File: config.mk
export PLATFORM = sky130hd
export DESIGN_NAME = g3dw_dist
export DESIGN_NICKNAME = d
export VERILOG_FILES = /design/src/hdl/g3dw_pkg.sv /design/src/hdl/g3dw_dist.sv
export SDC_FILE = /design/constraint.sdc
export NUM_CORES = 2
export LEC_CHECK = 0
export ABC_CLOCK_PERIOD_IN_PS = 8800
export BUFFER_PORTS_ARGS = -buffer_cell sky130_fd_sc_hd__buf_2
export CAP_MARGIN = 20
export CORE_MARGIN = 5
export CORE_UTILIZATION = 60
export CTS_BUF_LIST = sky130_fd_sc_hd__clkbuf_16
export DETAILED_ROUTE_END_ITERATION = 10
export GPL_ROUTABILITY_DRIVEN = 0
export PLACE_DENSITY = 0.84
export RECOVER_POWER = 25
export SETUP_SLACK_MARGIN = 0.1
export SYNTH_ARGS = -nofsm -noshare
export SYNTH_HDL_FRONTEND = slang
export SYNTH_SLANG_ARGS = --single-unit
File: constraint.sdc
create_clock -name clk -period 8.8 [get_ports clk]
set_input_delay 0.88 -clock clk [delete_from_list [all_inputs] [get_ports clk]]
set_output_delay 0.88 -clock clk [all_outputs]
set_load 0.005 [all_outputs]
File: src/hdl/g3dw_pkg.sv
// ---------------------------------------------------------------------------
// g3dw_pkg
// types and fixed-point constants of the gaussian weight core
// ---------------------------------------------------------------------------
`timescale 1ns / 1ps

package g3dw_pkg;

  localparam int FRAC_W      = 24;
  localparam int CFG_DATA_W  = 32;
  localparam int CFG_INDEX_W = 3;
  localparam int IV_W        = 32;
  localparam int S_W         = 32;
  localparam int LATENCY     = 13;

  typedef enum logic [CFG_INDEX_W-1:0] {
    CFG_CENTER_X        = 3'd0,
    CFG_CENTER_Y        = 3'd1,
    CFG_CENTER_Z        = 3'd2,
    CFG_INV_VAR_LATERAL = 3'd3,
    CFG_INV_VAR_AXIAL   = 3'd4
  } cfg_reg_t;

  localparam logic [IV_W-1:0] IV_RESET  = 32'h0100_0000;
  localparam logic [S_W-1:0]  S_CAP     = 32'h8000_0000;
  localparam logic [S_W-1:0]  T_CAP     = 32'h4000_0000;
  localparam logic [30:0]     LOG2E_Q30 = 31'd1549082005;
  localparam logic [22:0]     C2_Q24    = 23'd5657100;
  localparam logic [23:0]     C1_Q24    = 24'd11033306;
  localparam logic [24:0]     C0_Q24    = 25'd16806153;

  typedef struct packed {
    logic valid;
    logic last;
  } stage_ctl_t;

endpackage

File: src/hdl/g3dw_dist.sv
// ---------------------------------------------------------------------------
// g3dw_dist
// offsets from the centre, squares and lateral sum over three stages
// ---------------------------------------------------------------------------
`timescale 1ns / 1ps

module g3dw_dist import g3dw_pkg::*; #(
  parameter int COORD_WIDTH = 24
) (
  input  logic                          clk,
  input  logic                          rst_n,
  input  stage_ctl_t                    ctl_i,
  input  logic signed [COORD_WIDTH-1:0] pos_x,
  input  logic signed [COORD_WIDTH-1:0] pos_y,
  input  logic signed [COORD_WIDTH-1:0] pos_z,
  input  logic        [COORD_WIDTH-1:0] center_x,
  input  logic        [COORD_WIDTH-1:0] center_y,
  input  logic        [COORD_WIDTH-1:0] center_z,
  output stage_ctl_t                    ctl_o,
  output logic [2*(COORD_WIDTH+1):0]    lat_o,
  output logic [2*(COORD_WIDTH+1)-1:0]  ax_o
);

  localparam int MAG_W = COORD_WIDTH + 1;
  localparam int SQ_W  = 2 * MAG_W;
  localparam int LAT_W = SQ_W + 1;
  localparam int NSTG  = 3;

  stage_ctl_t       ctl_r [NSTG];
  logic [MAG_W-1:0] dx_nxt, dy_nxt, dz_nxt;
  logic [MAG_W-1:0] mag_x_nxt, mag_y_nxt, mag_z_nxt;
  logic [MAG_W-1:0] mag_x_r, mag_y_r, mag_z_r;
  logic [SQ_W-1:0]  sq_x_nxt, sq_y_nxt, sq_z_nxt;
  logic [SQ_W-1:0]  sq_x_r, sq_y_r, sq_z_r;
  logic [LAT_W-1:0] lat_nxt, lat_r;
  logic [SQ_W-1:0]  ax_r;

  // signed offsets, one bit wider than the coordinates
  assign dx_nxt = {pos_x[COORD_WIDTH-1], pos_x} - {center_x[COORD_WIDTH-1], center_x};
  assign dy_nxt = {pos_y[COORD_WIDTH-1], pos_y} - {center_y[COORD_WIDTH-1], center_y};
  assign dz_nxt = {pos_z[COORD_WIDTH-1], pos_z} - {center_z[COORD_WIDTH-1], center_z};

  assign mag_x_nxt = dx_nxt[MAG_W-1] ? (~dx_nxt + 1'b1) : dx_nxt;
  assign mag_y_nxt = dy_nxt[MAG_W-1] ? (~dy_nxt + 1'b1) : dy_nxt;
  assign mag_z_nxt = dz_nxt[MAG_W-1] ? (~dz_nxt + 1'b1) : dz_nxt;

  assign sq_x_nxt = mag_x_r * mag_x_r;
  assign sq_y_nxt = mag_y_r * mag_y_r;
  assign sq_z_nxt = mag_z_r * mag_z_r;

  assign lat_nxt = LAT_W'(sq_x_r) + LAT_W'(sq_y_r);

  always_ff @(posedge clk) begin
    if (!rst_n) begin
      for (int i = 0; i < NSTG; i++) begin
        ctl_r[i] <= '0;
      end
    end else begin
      ctl_r[0] <= ctl_i;
      for (int i = 1; i < NSTG; i++) begin
        ctl_r[i] <= ctl_r[i-1];
      end
    end
  end

  always_ff @(posedge clk) begin
    mag_x_r <= mag_x_nxt;
    mag_y_r <= mag_y_nxt;
    mag_z_r <= mag_z_nxt;
    sq_x_r  <= sq_x_nxt;
    sq_y_r  <= sq_y_nxt;
    sq_z_r  <= sq_z_nxt;
    lat_r   <= lat_nxt;
    ax_r    <= sq_z_r;
  end

  assign ctl_o = ctl_r[NSTG-1];
  assign lat_o = lat_r;
  assign ax_o  = ax_r;

endmodule

==> key figures <==
Yosys
  • Synth cell types: 93
  • Synth top area cells: fa_1, ha_1, inv_1
  • Top cell type's share of synthesized area: 40.9%
  • Synthesized instance count: 7,562
  • Most common cell in the synthesized netlist: inv_1
  • Synth top cells by count: inv_1, fa_1, ha_1, nand2_1, and2_1
  • Register area share after synthesis: 9.57%
  • Synth Register Bits: 328
  • Largest area contributor in the netlist: fa_1
  • Synthesized cell area: 0.0686 mm²
  • Syn. warnings: 0
  • Primary FF master, synth: dfxtp_1
  • Ys async rst share: 0%
  • Number of enable flip-flop cells after synthesis: 0
  • Mapped Nets: 9,798
  • Synth Area per Inst: 9.08 µm²

Critical path
  • Startpoint types: flip-flop
  • Setup crit end kind: flip-flop
  • Crit-path max FO: 17
  • Path depth of the worst reg2reg path: 25
  • R2r startpoint: mag_z_r[6]$_DFF_P_
  • Crit Path Class: flip-flop to flip-flop
  • R2r endpoint: sq_z_r[33]$_DFF_P_
  • CP arrival: 8.76 ns
  • Required @ worst endpoint: 9.31 ns
  • R2r setup slk: 0.55 ns

Global routing
  • GRT overflow: 0
  • Global-route wire length before repair: 274,000 µm
  • All-Layer GR Usage: 27.5%
  • Pin count of the biggest net entering global routing: 29
  • Initial antenna violation count: 8
  • Vias in the first global route: 56,956

Outcome
  • Outcome: finished, final reports clean

Detailed routing
  • Final WL: 164,000 µm
  • Pre-antenna DRT Iters: 9
  • Final ANT Viol Nets: 0
  • Wire per inst: 17.7 µm
  • # DRC: 0
  • Via count: 51,299
  • Via density per instance: 5.55
  • Initial DRC Count: 3,567

Floorplan
  • Die area: 0.121 mm²
  • Number of I/O pins: 251
  • Placement Rows: 124
  • Core outline area: 0.114 mm²
  • Die Wd: 348 µm
  • Initial Utilization: 60.2%
  • Die H: 348 µm

Placed design
  • DP HPWL: 138,000 µm
  • Count of input and output buffers: 249

Clock network
  • CTS buffer count: 37
  • CTS tree: yes
  • Max Root-Sink Buffers: 3
  • Clock latency on the worst-skew pair: 0.59 ns
  • CTS Sinks: 328
  • H-tree depth: 2
  • Clock root buffer: clkbuf_16
  • Post-CTS Setup Inserts: 0
  • Clk pin slew, worst setup/hold paths: 0.08 ns

Final layout
  • # nets final: 9,941
  • Synthesis-to-layout area growth: 5.95%
  • Layout cells sized above 1: 5.48%

STA
  • Slew at the pin with the worst max-slew slack: 1.41 ns
  • Headroom to the max-slew limit: 6.31%
  • Final hold vios: 0
  • Peak Freq: 0.121 GHz
  • Final Setup Violations: 0
  • Fin. max-slew vios: 0
  • RSZ-0062 raised after global routing: false
  • Final Cycle Share: 93.8%
  • Min Tclk post-route: 8.25 ns
  • Clk_skew: 0.0261 ns
  • Fin Setup TNS: 0 ns

Hold path
  • Worst Hold Depth: 0
  • Min-Delay Startpoint: sq_z_r[35]$_DFF_P_
  • Hold EP: ax_o[35]$_DFF_P_
  • Worst min-delay path class: flip-flop to flip-flop

Job
  • Max-Cap Viols: 0
## cell families after synthesis
| kind of cell | share of synthesized area [%] |
|---|---|
| fa+ha+maj | 53.4 |
| mux | 0.199 |
| simple gates | 11.8 |
| compound gates | 8.16 |
| other cells | 0.00546 |
| flops | 9.57 |
| buf+inv | 12.9 |
| xor+xnor | 4.02 |
## cells in the final DEF (no fill, tap or decap), drive strengths merged, types with 110 or more instances in the layout
cell	count
a21o	121
a21oi	229
and2	383
buf	316
dfxtp	328
fa	1401
ha	687
inv	2120
nand2	614
nor2	273
o21ai	126
xnor2	204
xor2	110
## layer usage
layer	global-route usage [%]	wire length (µm)	up-vias
met3	5.29	13800	622
met5	0	9	-
met2	48.6	81700	2215
met4	12.9	8870	2
met1	32.6	59400	25367
li1	-	-	23093
## layout make-up
cell class                      count  area (µm²)
Multi-Input combinational cell   4892       53200
Fill cell                        8755       41300
Inverter                         2112        7930
Sequential cell                   328        6570
Tap cell                         1512        1890
Timing Repair Buffer              334        1870
Clock buffer                       37         926
Clock inverter                     28         294
Antenna cell                        2        5.00
## worst max path at each step
stage / from / endpoint / slack, ns / depth (start not counted)
2_1_floorplan: mag_x_r[3]$_DFF_P_ / sq_x_r[48]$_DFF_P_ / 1.63 / 25
3_3_place_gp: mag_z_r[1]$_DFF_P_ / sq_z_r[33]$_DFF_P_ / 0.72 / 23
3_5_place_dp: mag_z_r[1]$_DFF_P_ / sq_z_r[33]$_DFF_P_ / 0.54 / 24
4_1_cts: mag_z_r[1]$_DFF_P_ / sq_z_r[33]$_DFF_P_ / 0.50 / 24
5_1_grt: mag_z_r[12]$_DFF_P_ / sq_z_r[33]$_DFF_P_ / 0.25 / 24
6_report: mag_z_r[6]$_DFF_P_ / sq_z_r[33]$_DFF_P_ / 0.55 / 25
## critical path: stages (launching register included)
cell and delay [ns]:
dfxtp_1 0.76, buf_4 0.30, nand2_1 0.13, fa_1 0.58
inv_1 0.06, fa_1 0.48, inv_1 0.06, fa_1 0.54
inv_1 0.05, ha_1 0.19, fa_1 0.49, fa_1 0.55
inv_1 0.05, fa_1 0.47, inv_1 0.04, ha_1 0.37
nand2_1 0.15, a211oi_1 0.05, a22oi_1 0.62, o21ai_0 0.44
a2111oi_0 0.70, buf_4 0.22, nor3_1 0.06, a211oi_1 0.55
nand3_1 0.14, o211ai_1 0.13
## repair_timing
item,CTS,global route
gates resized for setup,0,1
hold buffers,0,0
setup endpoints to repair,0,1
## metrics by stage
step           hold WS (ns)  instance area [µm²]  utilization (%)  setup slack [ns]  instances
2_1_floorplan         0.310                68600                -              1.63       7562
3_3_place_gp          0.310                71500             62.7             0.722       9175
3_5_place_dp          0.312                71500             62.7             0.538       9175
4_1_cts               0.312                72700             63.8             0.499       9240
5_1_grt               0.332                72700             63.8             0.254       9243
6_report              0.325                72700             63.8             0.546       9245
## registers in the layout, indices dropped and copies added, names as in the netlist
register,flops
ax_o,49
ctl_r,6
lat_o,51
mag_x_r,25
mag_y_r,25
mag_z_r,25
sq_x_r,49
sq_y_r,49
sq_z_r,49
Power is not shown: default switching activity piles up to over one toggle a cycle in this logic, so the estimate is an artifact.
