<file path="src/hdl/g3dw_pkg.sv">
// ---------------------------------------------------------------------------
// g3dw_pkg
// types and fixed-point constants of the gaussian weight core
// ---------------------------------------------------------------------------
`timescale 1ns / 1ps

package g3dw_pkg;

  localparam int FRAC_W      = 24;
  localparam int CFG_DATA_W  = 32;
  localparam int CFG_INDEX_W = 3;
  localparam int IV_W        = 32;
  localparam int S_W         = 32;
  localparam int LATENCY     = 13;

  typedef enum logic [CFG_INDEX_W-1:0] {
    CFG_CENTER_X        = 3'd0,
    CFG_CENTER_Y        = 3'd1,
    CFG_CENTER_Z        = 3'd2,
    CFG_INV_VAR_LATERAL = 3'd3,
    CFG_INV_VAR_AXIAL   = 3'd4
  } cfg_reg_t;

  localparam logic [IV_W-1:0] IV_RESET  = 32'h0100_0000;
  localparam logic [S_W-1:0]  S_CAP     = 32'h8000_0000;
  localparam logic [S_W-1:0]  T_CAP     = 32'h4000_0000;
  localparam logic [30:0]     LOG2E_Q30 = 31'd1549082005;
  localparam logic [22:0]     C2_Q24    = 23'd5657100;
  localparam logic [23:0]     C1_Q24    = 24'd11033306;
  localparam logic [24:0]     C0_Q24    = 25'd16806153;

  typedef struct packed {
    logic valid;
    logic last;
  } stage_ctl_t;

endpackage

</file>
<file path="src/hdl/g3dw_exp.sv">
// ---------------------------------------------------------------------------
// g3dw_exp
// fast base-2 exponential: log2(e) scaling, split, quadratic and round shift
// ---------------------------------------------------------------------------
`timescale 1ns / 1ps

module g3dw_exp import g3dw_pkg::*; #(
  parameter int OUT_FRAC_BITS = 16
) (
  input  logic                   clk,
  input  logic                   rst_n,
  input  stage_ctl_t             ctl_i,
  input  logic [S_W-1:0]         s_i,
  output stage_ctl_t             ctl_o,
  output logic [OUT_FRAC_BITS:0] weight_o
);

  localparam int W_W    = OUT_FRAC_BITS + 1;
  localparam int SH0    = FRAC_W - OUT_FRAC_BITS;
  localparam int KMAX   = 25 - SH0;
  localparam int K_W    = 7;
  localparam int SHF_W  = 5;
  localparam int PROD_W = S_W + 31;
  localparam int M1_W   = 23 + FRAC_W;
  localparam int M2_W   = 2 * FRAC_W;
  localparam int P_W    = FRAC_W + 1;
  localparam int NSTG   = 7;

  stage_ctl_t         ctl_r [NSTG];
  logic [PROD_W-1:0]  prod_nxt, prod_r;
  logic [S_W-1:0]     t_raw, t_cap;
  logic [FRAC_W-1:0]  r_frac;
  logic [K_W-1:0]     k_nxt, k2_r;
  logic [FRAC_W-1:0]  f_nxt, f2_r, f3_r, f4_r;
  logic [M1_W-1:0]    m1_nxt, m1_r;
  logic               zero_nxt, zero3_r, zero4_r, zero5_r, zero6_r;
  logic [SHF_W-1:0]   shamt_nxt, shamt3_r, shamt4_r, shamt5_r, shamt6_r;
  logic [FRAC_W-1:0]  b_nxt, b_r;
  logic [M2_W-1:0]    m2_nxt, m2_r;
  logic [P_W-1:0]     p_nxt, p_r;
  logic [P_W-1:0]     q;
  logic [P_W:0]       q_inc;
  logic [W_W-1:0]     weight_nxt, weight_r;

  // t = s * log2(e) / 2, saturated at 64.0
  assign prod_nxt = s_i * LOG2E_Q30;
  assign t_raw    = prod_r[PROD_W-1:31];
  assign t_cap    = (t_raw > T_CAP) ? T_CAP : t_raw;
  assign r_frac   = t_cap[FRAC_W-1:0];
  assign k_nxt    = t_cap[FRAC_W+K_W-1:FRAC_W] + K_W'(r_frac != '0);
  // one minus the fraction, zero when the fraction is zero
  assign f_nxt    = ~r_frac + 1'b1;

  assign zero_nxt  = (k2_r > K_W'(KMAX));
  assign shamt_nxt = SHF_W'(SH0 - 1) + k2_r[SHF_W-1:0];
  assign m1_nxt    = C2_Q24 * f2_r;

  assign b_nxt  = FRAC_W'(m1_r[M1_W-1:FRAC_W]) + C1_Q24;
  assign m2_nxt = b_r * f4_r;
  assign p_nxt  = P_W'(m2_r[M2_W-1:FRAC_W]) + C0_Q24;

  // round half up: shift by one less, add one, drop the last bit
  assign q          = p_r >> shamt6_r;
  assign q_inc      = (P_W+1)'(q) + 1'b1;
  assign weight_nxt = zero6_r ? '0 : q_inc[W_W:1];

  always_ff @(posedge clk) begin
    if (!rst_n) begin
      for (int i = 0; i < NSTG; i++) begin
        ctl_r[i] <= '0;
      end
    end else begin
      ctl_r[0] <= ctl_i;
      for (int i = 1; i < NSTG; i++) begin
        ctl_r[i] <= ctl_r[i-1];
      end
    end
  end

  always_ff @(posedge clk) begin
    prod_r   <= prod_nxt;
    k2_r     <= k_nxt;
    f2_r     <= f_nxt;
    m1_r     <= m1_nxt;
    f3_r     <= f2_r;
    zero3_r  <= zero_nxt;
    shamt3_r <= shamt_nxt;
    b_r      <= b_nxt;
    f4_r     <= f3_r;
    zero4_r  <= zero3_r;
    shamt4_r <= shamt3_r;
    m2_r     <= m2_nxt;
    zero5_r  <= zero4_r;
    shamt5_r <= shamt4_r;
    p_r      <= p_nxt;
    zero6_r  <= zero5_r;
    shamt6_r <= shamt5_r;
    weight_r <= weight_nxt;
  end

  assign ctl_o    = ctl_r[NSTG-1];
  assign weight_o = weight_r;

endmodule

</file>
<file path="config.mk">
export PLATFORM = sky130hd
export DESIGN_NAME = g3dw_exp
export DESIGN_NICKNAME = d
export VERILOG_FILES = /design/src/hdl/g3dw_pkg.sv /design/src/hdl/g3dw_exp.sv
export SDC_FILE = /design/constraint.sdc
export NUM_CORES = 2
export LEC_CHECK = 0
export BUFFER_PORTS_ARGS = -buffer_cell sky130_fd_sc_hd__buf_2
export CORE_MARGIN = 2
export CORE_UTILIZATION = 39
export CTS_CLUSTER_DIAMETER = 30
export CTS_CLUSTER_SIZE = 25
export DETAILED_ROUTE_END_ITERATION = 6
export MAX_ROUTING_LAYER = met4
export SLEW_MARGIN = 20
export SYNTH_ARGS = -nofsm -noshare
export SYNTH_HDL_FRONTEND = slang
export SYNTH_SLANG_ARGS = --single-unit
</file>
<file path="constraint.sdc">
create_clock -name clk -period 19.3 [get_ports clk]
set_input_delay 2.895 -clock clk [delete_from_list [all_inputs] [get_ports clk]]
set_output_delay 2.895 -clock clk [all_outputs]
set_load 0.01 [all_outputs]
</file>
==> flow_metrics.py <==
metrics = {
    "global_routing": {
        "grt_first_pass_wirelength_mm": 207,
        "grt_pass1_vias": 37000,
        "overflow": 0,
        "antenna_found_initial": 1,
        "grt_usage": 0.209,
        "grt_max_degree": 36,
    },
    "routing": {
        "drt_pass1_iterations": 5,
        "route.met2.wl_mm": 61.6,
        "drc": 0,
        "vias_per_cell": 4.97,
        "wl_mm": 130,
        "highest_layer": "met4",
        "wire_per_inst_um": 18.9,
        "met1_length_mm": 58.3,
        "num_vias": 34000,
        "wl_met3_mm": 5.77,
        "drtIter0Drc": 1841,
        "drt.antenna.violating_nets": 0,
    },
    "worst_setup_path": {
        "cp_max_fo": 8,
        "path_common_cell": "fa_1",
        "required_ns": 19.80,
        "end_kind": "flip-flop",
        "startpoint_type": "primary input",
        "crit_path_max_incr_delay_ns": 0.88,
        "critical_path_class": "in2reg",
        "critPathSlowestCell": "a2111oi_0",
        "regToRegSetupSlack_ns": 11.44,
        "r2r_cells": 23,
        "r2r-end": "m2_r[47]",
        "cp_cell_sequence": "buf_2 -> inv_1 -> fa_1 -> fa_1 -> inv_1 -> fa_1 -> fa_1 -> ha_1 -> fa_1 -> fa_1 -> inv_1 -> fa_1 -> inv_1 -> ha_1 -> a21oi_1 -> o21bai_1 -> a2111oi_0 -> nand2_1 -> a211oi_2 -> a21oi_2 -> o211ai_1 -> a211o_1 -> o31ai_1 -> a311oi_1",
        "timing.rr.start": "f4_r[6]",
        "crit_arrival_ns": 10.26,
    },
    "final_layout": {
        "nNetsFinal": 6970,
        "drive_gt1_frac": 0.0476,
        "layout_common_cells": "inv_1 (1337), fa_1 (996), ha_1 (793), nand2_1 (379), and2_1 (310)",
        "multi_input_area_sq_um": 39600,
        "ff_latch_area_sq_um": 5250,
        "area_growth_pct": 8.02,
        "layout_commonest_cell": "inv_1",
        "n_fill_cell": 12600,
    },
    "floorplanning": {
        "die_h_um": 363,
        "rows": 131,
        "io_pins": 55,
        "coreArea_sq_um": 128000,
        "dieArea_sq_um": 132000,
        "die_w_um": 363,
        "start_util": 0.394,
    },
    "sta": {
        "hold_viol": 0,
        "fin_crit_ns": 9.77,
        "drv_slew": 0,
        "worstMarginPinSlew_ns": 1.02,
        "clock_skew_ns": 0.0340,
        "slew_headroom": 0.305,
        "fmax_mhz": 102,
        "rsz0062_at_grt": "false",
        "fin_tns_setup_ns": 0,
        "finalSetupViolations": 0,
        "period_share": 0.506,
    },
    "synth": {
        "avgSynthCellArea_sq_um": 9.85,
        "synth_cells": 5114,
        "synth_cell_types": 81,
        "ys_seq_area_frac": 0.104,
        "synth_edf_count": 0,
        "ys_ff_latch": 262,
        "syn_area_sq_um": 50400,
        "synth_nets": 6939,
        "synth-main-ff-cell": "dfxtp_1",
        "ys.warnings.count": 0,
        "async_flop_share": 0,
    },
    "cts": {
        "clock_sinks": 262,
        "clk-insertion-delay-late_ns": 0.59,
        "clk_pin_slew_worst_paths_ns": 0.05,
        "ctsHoldBuffers": 0,
        "cts_inserted_buffers": 51,
        "cts_tree": "yes",
        "cts_resized": 0,
        "cts_root_buffer": "clkbuf_16",
        "cts_setup_buffers": 0,
        "clk_path_buf_depth": 3,
        "htreeDepth": 2,
    },
    "worst_hold_path": {
        "worstHoldStart": "f3_r[9]",
        "hold_class": "reg2reg",
        "hold_depth": 0,
        "hold_end": "f4_r[9]",
    },
    "placed_design": {
        "globalplace.congestion": 0.982,
        "portBuffers": 54,
        "dpl.hpwl_mm": 110,
    },
    "run_status": {
        "status": "completed",
    },
    "flow_run": {
        "maxCapViolations": 0,
    },
}
flip-flops by register name, indices dropped and copies added, names as in the netlist, 7 cells and up:
| signal | count |
|---|---|
| b_r | 24 |
| ctl_r | 14 |
| m2_r | 24 |
| f2_r | 24 |
| weight_o | 17 |
| k2_r | 7 |
| f3_r | 24 |
| m1_r | 23 |
| f4_r | 24 |
| p_r | 25 |
| prod_r | 32 |
logic make-up after synthesis:
family,Yosys count,share of synthesized area
flip-flops,262,0.104
buffers and inverters,1463,0.110
XOR/XNOR,149,0.0259
multiplexers,58,0.0183
adder cells (fa/ha/maj),1789,0.593
AO/OA/AOI/OAI,379,0.0490
AND/OR/NAND/NOR,1014,0.100
worst max-delay path by stage:
stage                     startpoint    endpoint  cells after the start
after floorplan              s_i[12]  prod_r[55]                     25
after global placement       s_i[15]  prod_r[57]                     24
after detailed placement      s_i[9]  prod_r[55]                     24
after CTS                     s_i[9]  prod_r[55]                     24
after global routing          s_i[6]  prod_r[55]                     24
final                         s_i[6]  prod_r[55]                     24
critical path: cells and delay by family:
family | cells | cell delay [ns]
compound gates | 9 | 2.59
fa+ha+maj | 9 | 3.95
buf+inv | 5 | 0.58
simple gates | 1 | 0.23
through the flow:
stage,util,hold WS (ns),cell area (sq um),worst slack (ns),instances
6_report,0.426,0.321,54400,9.53,6850
5_1_grt,0.426,0.327,54400,9.20,6849
4_1_cts,0.426,0.323,54400,9.67,6849
3_5_place_dp,0.411,0.312,52600,9.03,6754
3_3_place_gp,0.411,0.310,52600,9.21,6754
2_1_floorplan,-,0.310,50400,9.90,5114
metal layers:
metal,vias to the layer above,GRT usage
met2,817,0.344
met4,0,0.0579
met1,17300,0.277
met5,-,-
li1,15700,-
met3,168,0.0195
synthesized netlist by cell type, types with 5 or more instances:
cell         n  area, sq um
inv_1     1337         5020
fa_1       996        19900
ha_1       793         9920
nand2_1    379         1420
and2_1     310         1940
dfxtp_1    262         5250
nor2_1     129          484
a21oi_1    116          581
clkbuf_1   110          413
xnor2_1     98          858
o21ai_0     68          340
xor2_1      51          447
a21o_1      50          375
nand3_1     41          205
nor3_1      37          185
mux2i_1     28          280
mux4_2      27          608
nand4_1     23          144
and3_1      17          106
nor2b_1     17          106
o21bai_1    17          128
a31oi_1     15         93.8
o21a_1      15          113
nand2b_1    12         75.1
o211ai_1    12         90.1
a211oi_1    11         82.6
nor4_1      10         62.6
or3_1       10         62.6
o31ai_1      8         60.1
o31a_1       7         61.3
a21boi_0     6         45.0
a41oi_1      6         52.6
buf_6        6         67.6
nor3b_1      6         45.0
and4_1       5         43.8
area by class of cell:
| cell class | count | area share |
|---|---|---|
| antenna | 1 | 0.0000460 |
| clock buffer | 60 | 0.0250 |
| clock inverter | 35 | 0.00908 |
| inverter | 1339 | 0.0923 |
| multi-input combinational | 3389 | 0.727 |
| sequential | 262 | 0.0964 |
| tap | 1662 | 0.0382 |
| timing repair buffer | 102 | 0.0116 |
Power is not shown: default switching activity piles up to over one toggle a cycle in this logic, so the estimate is an artifact.
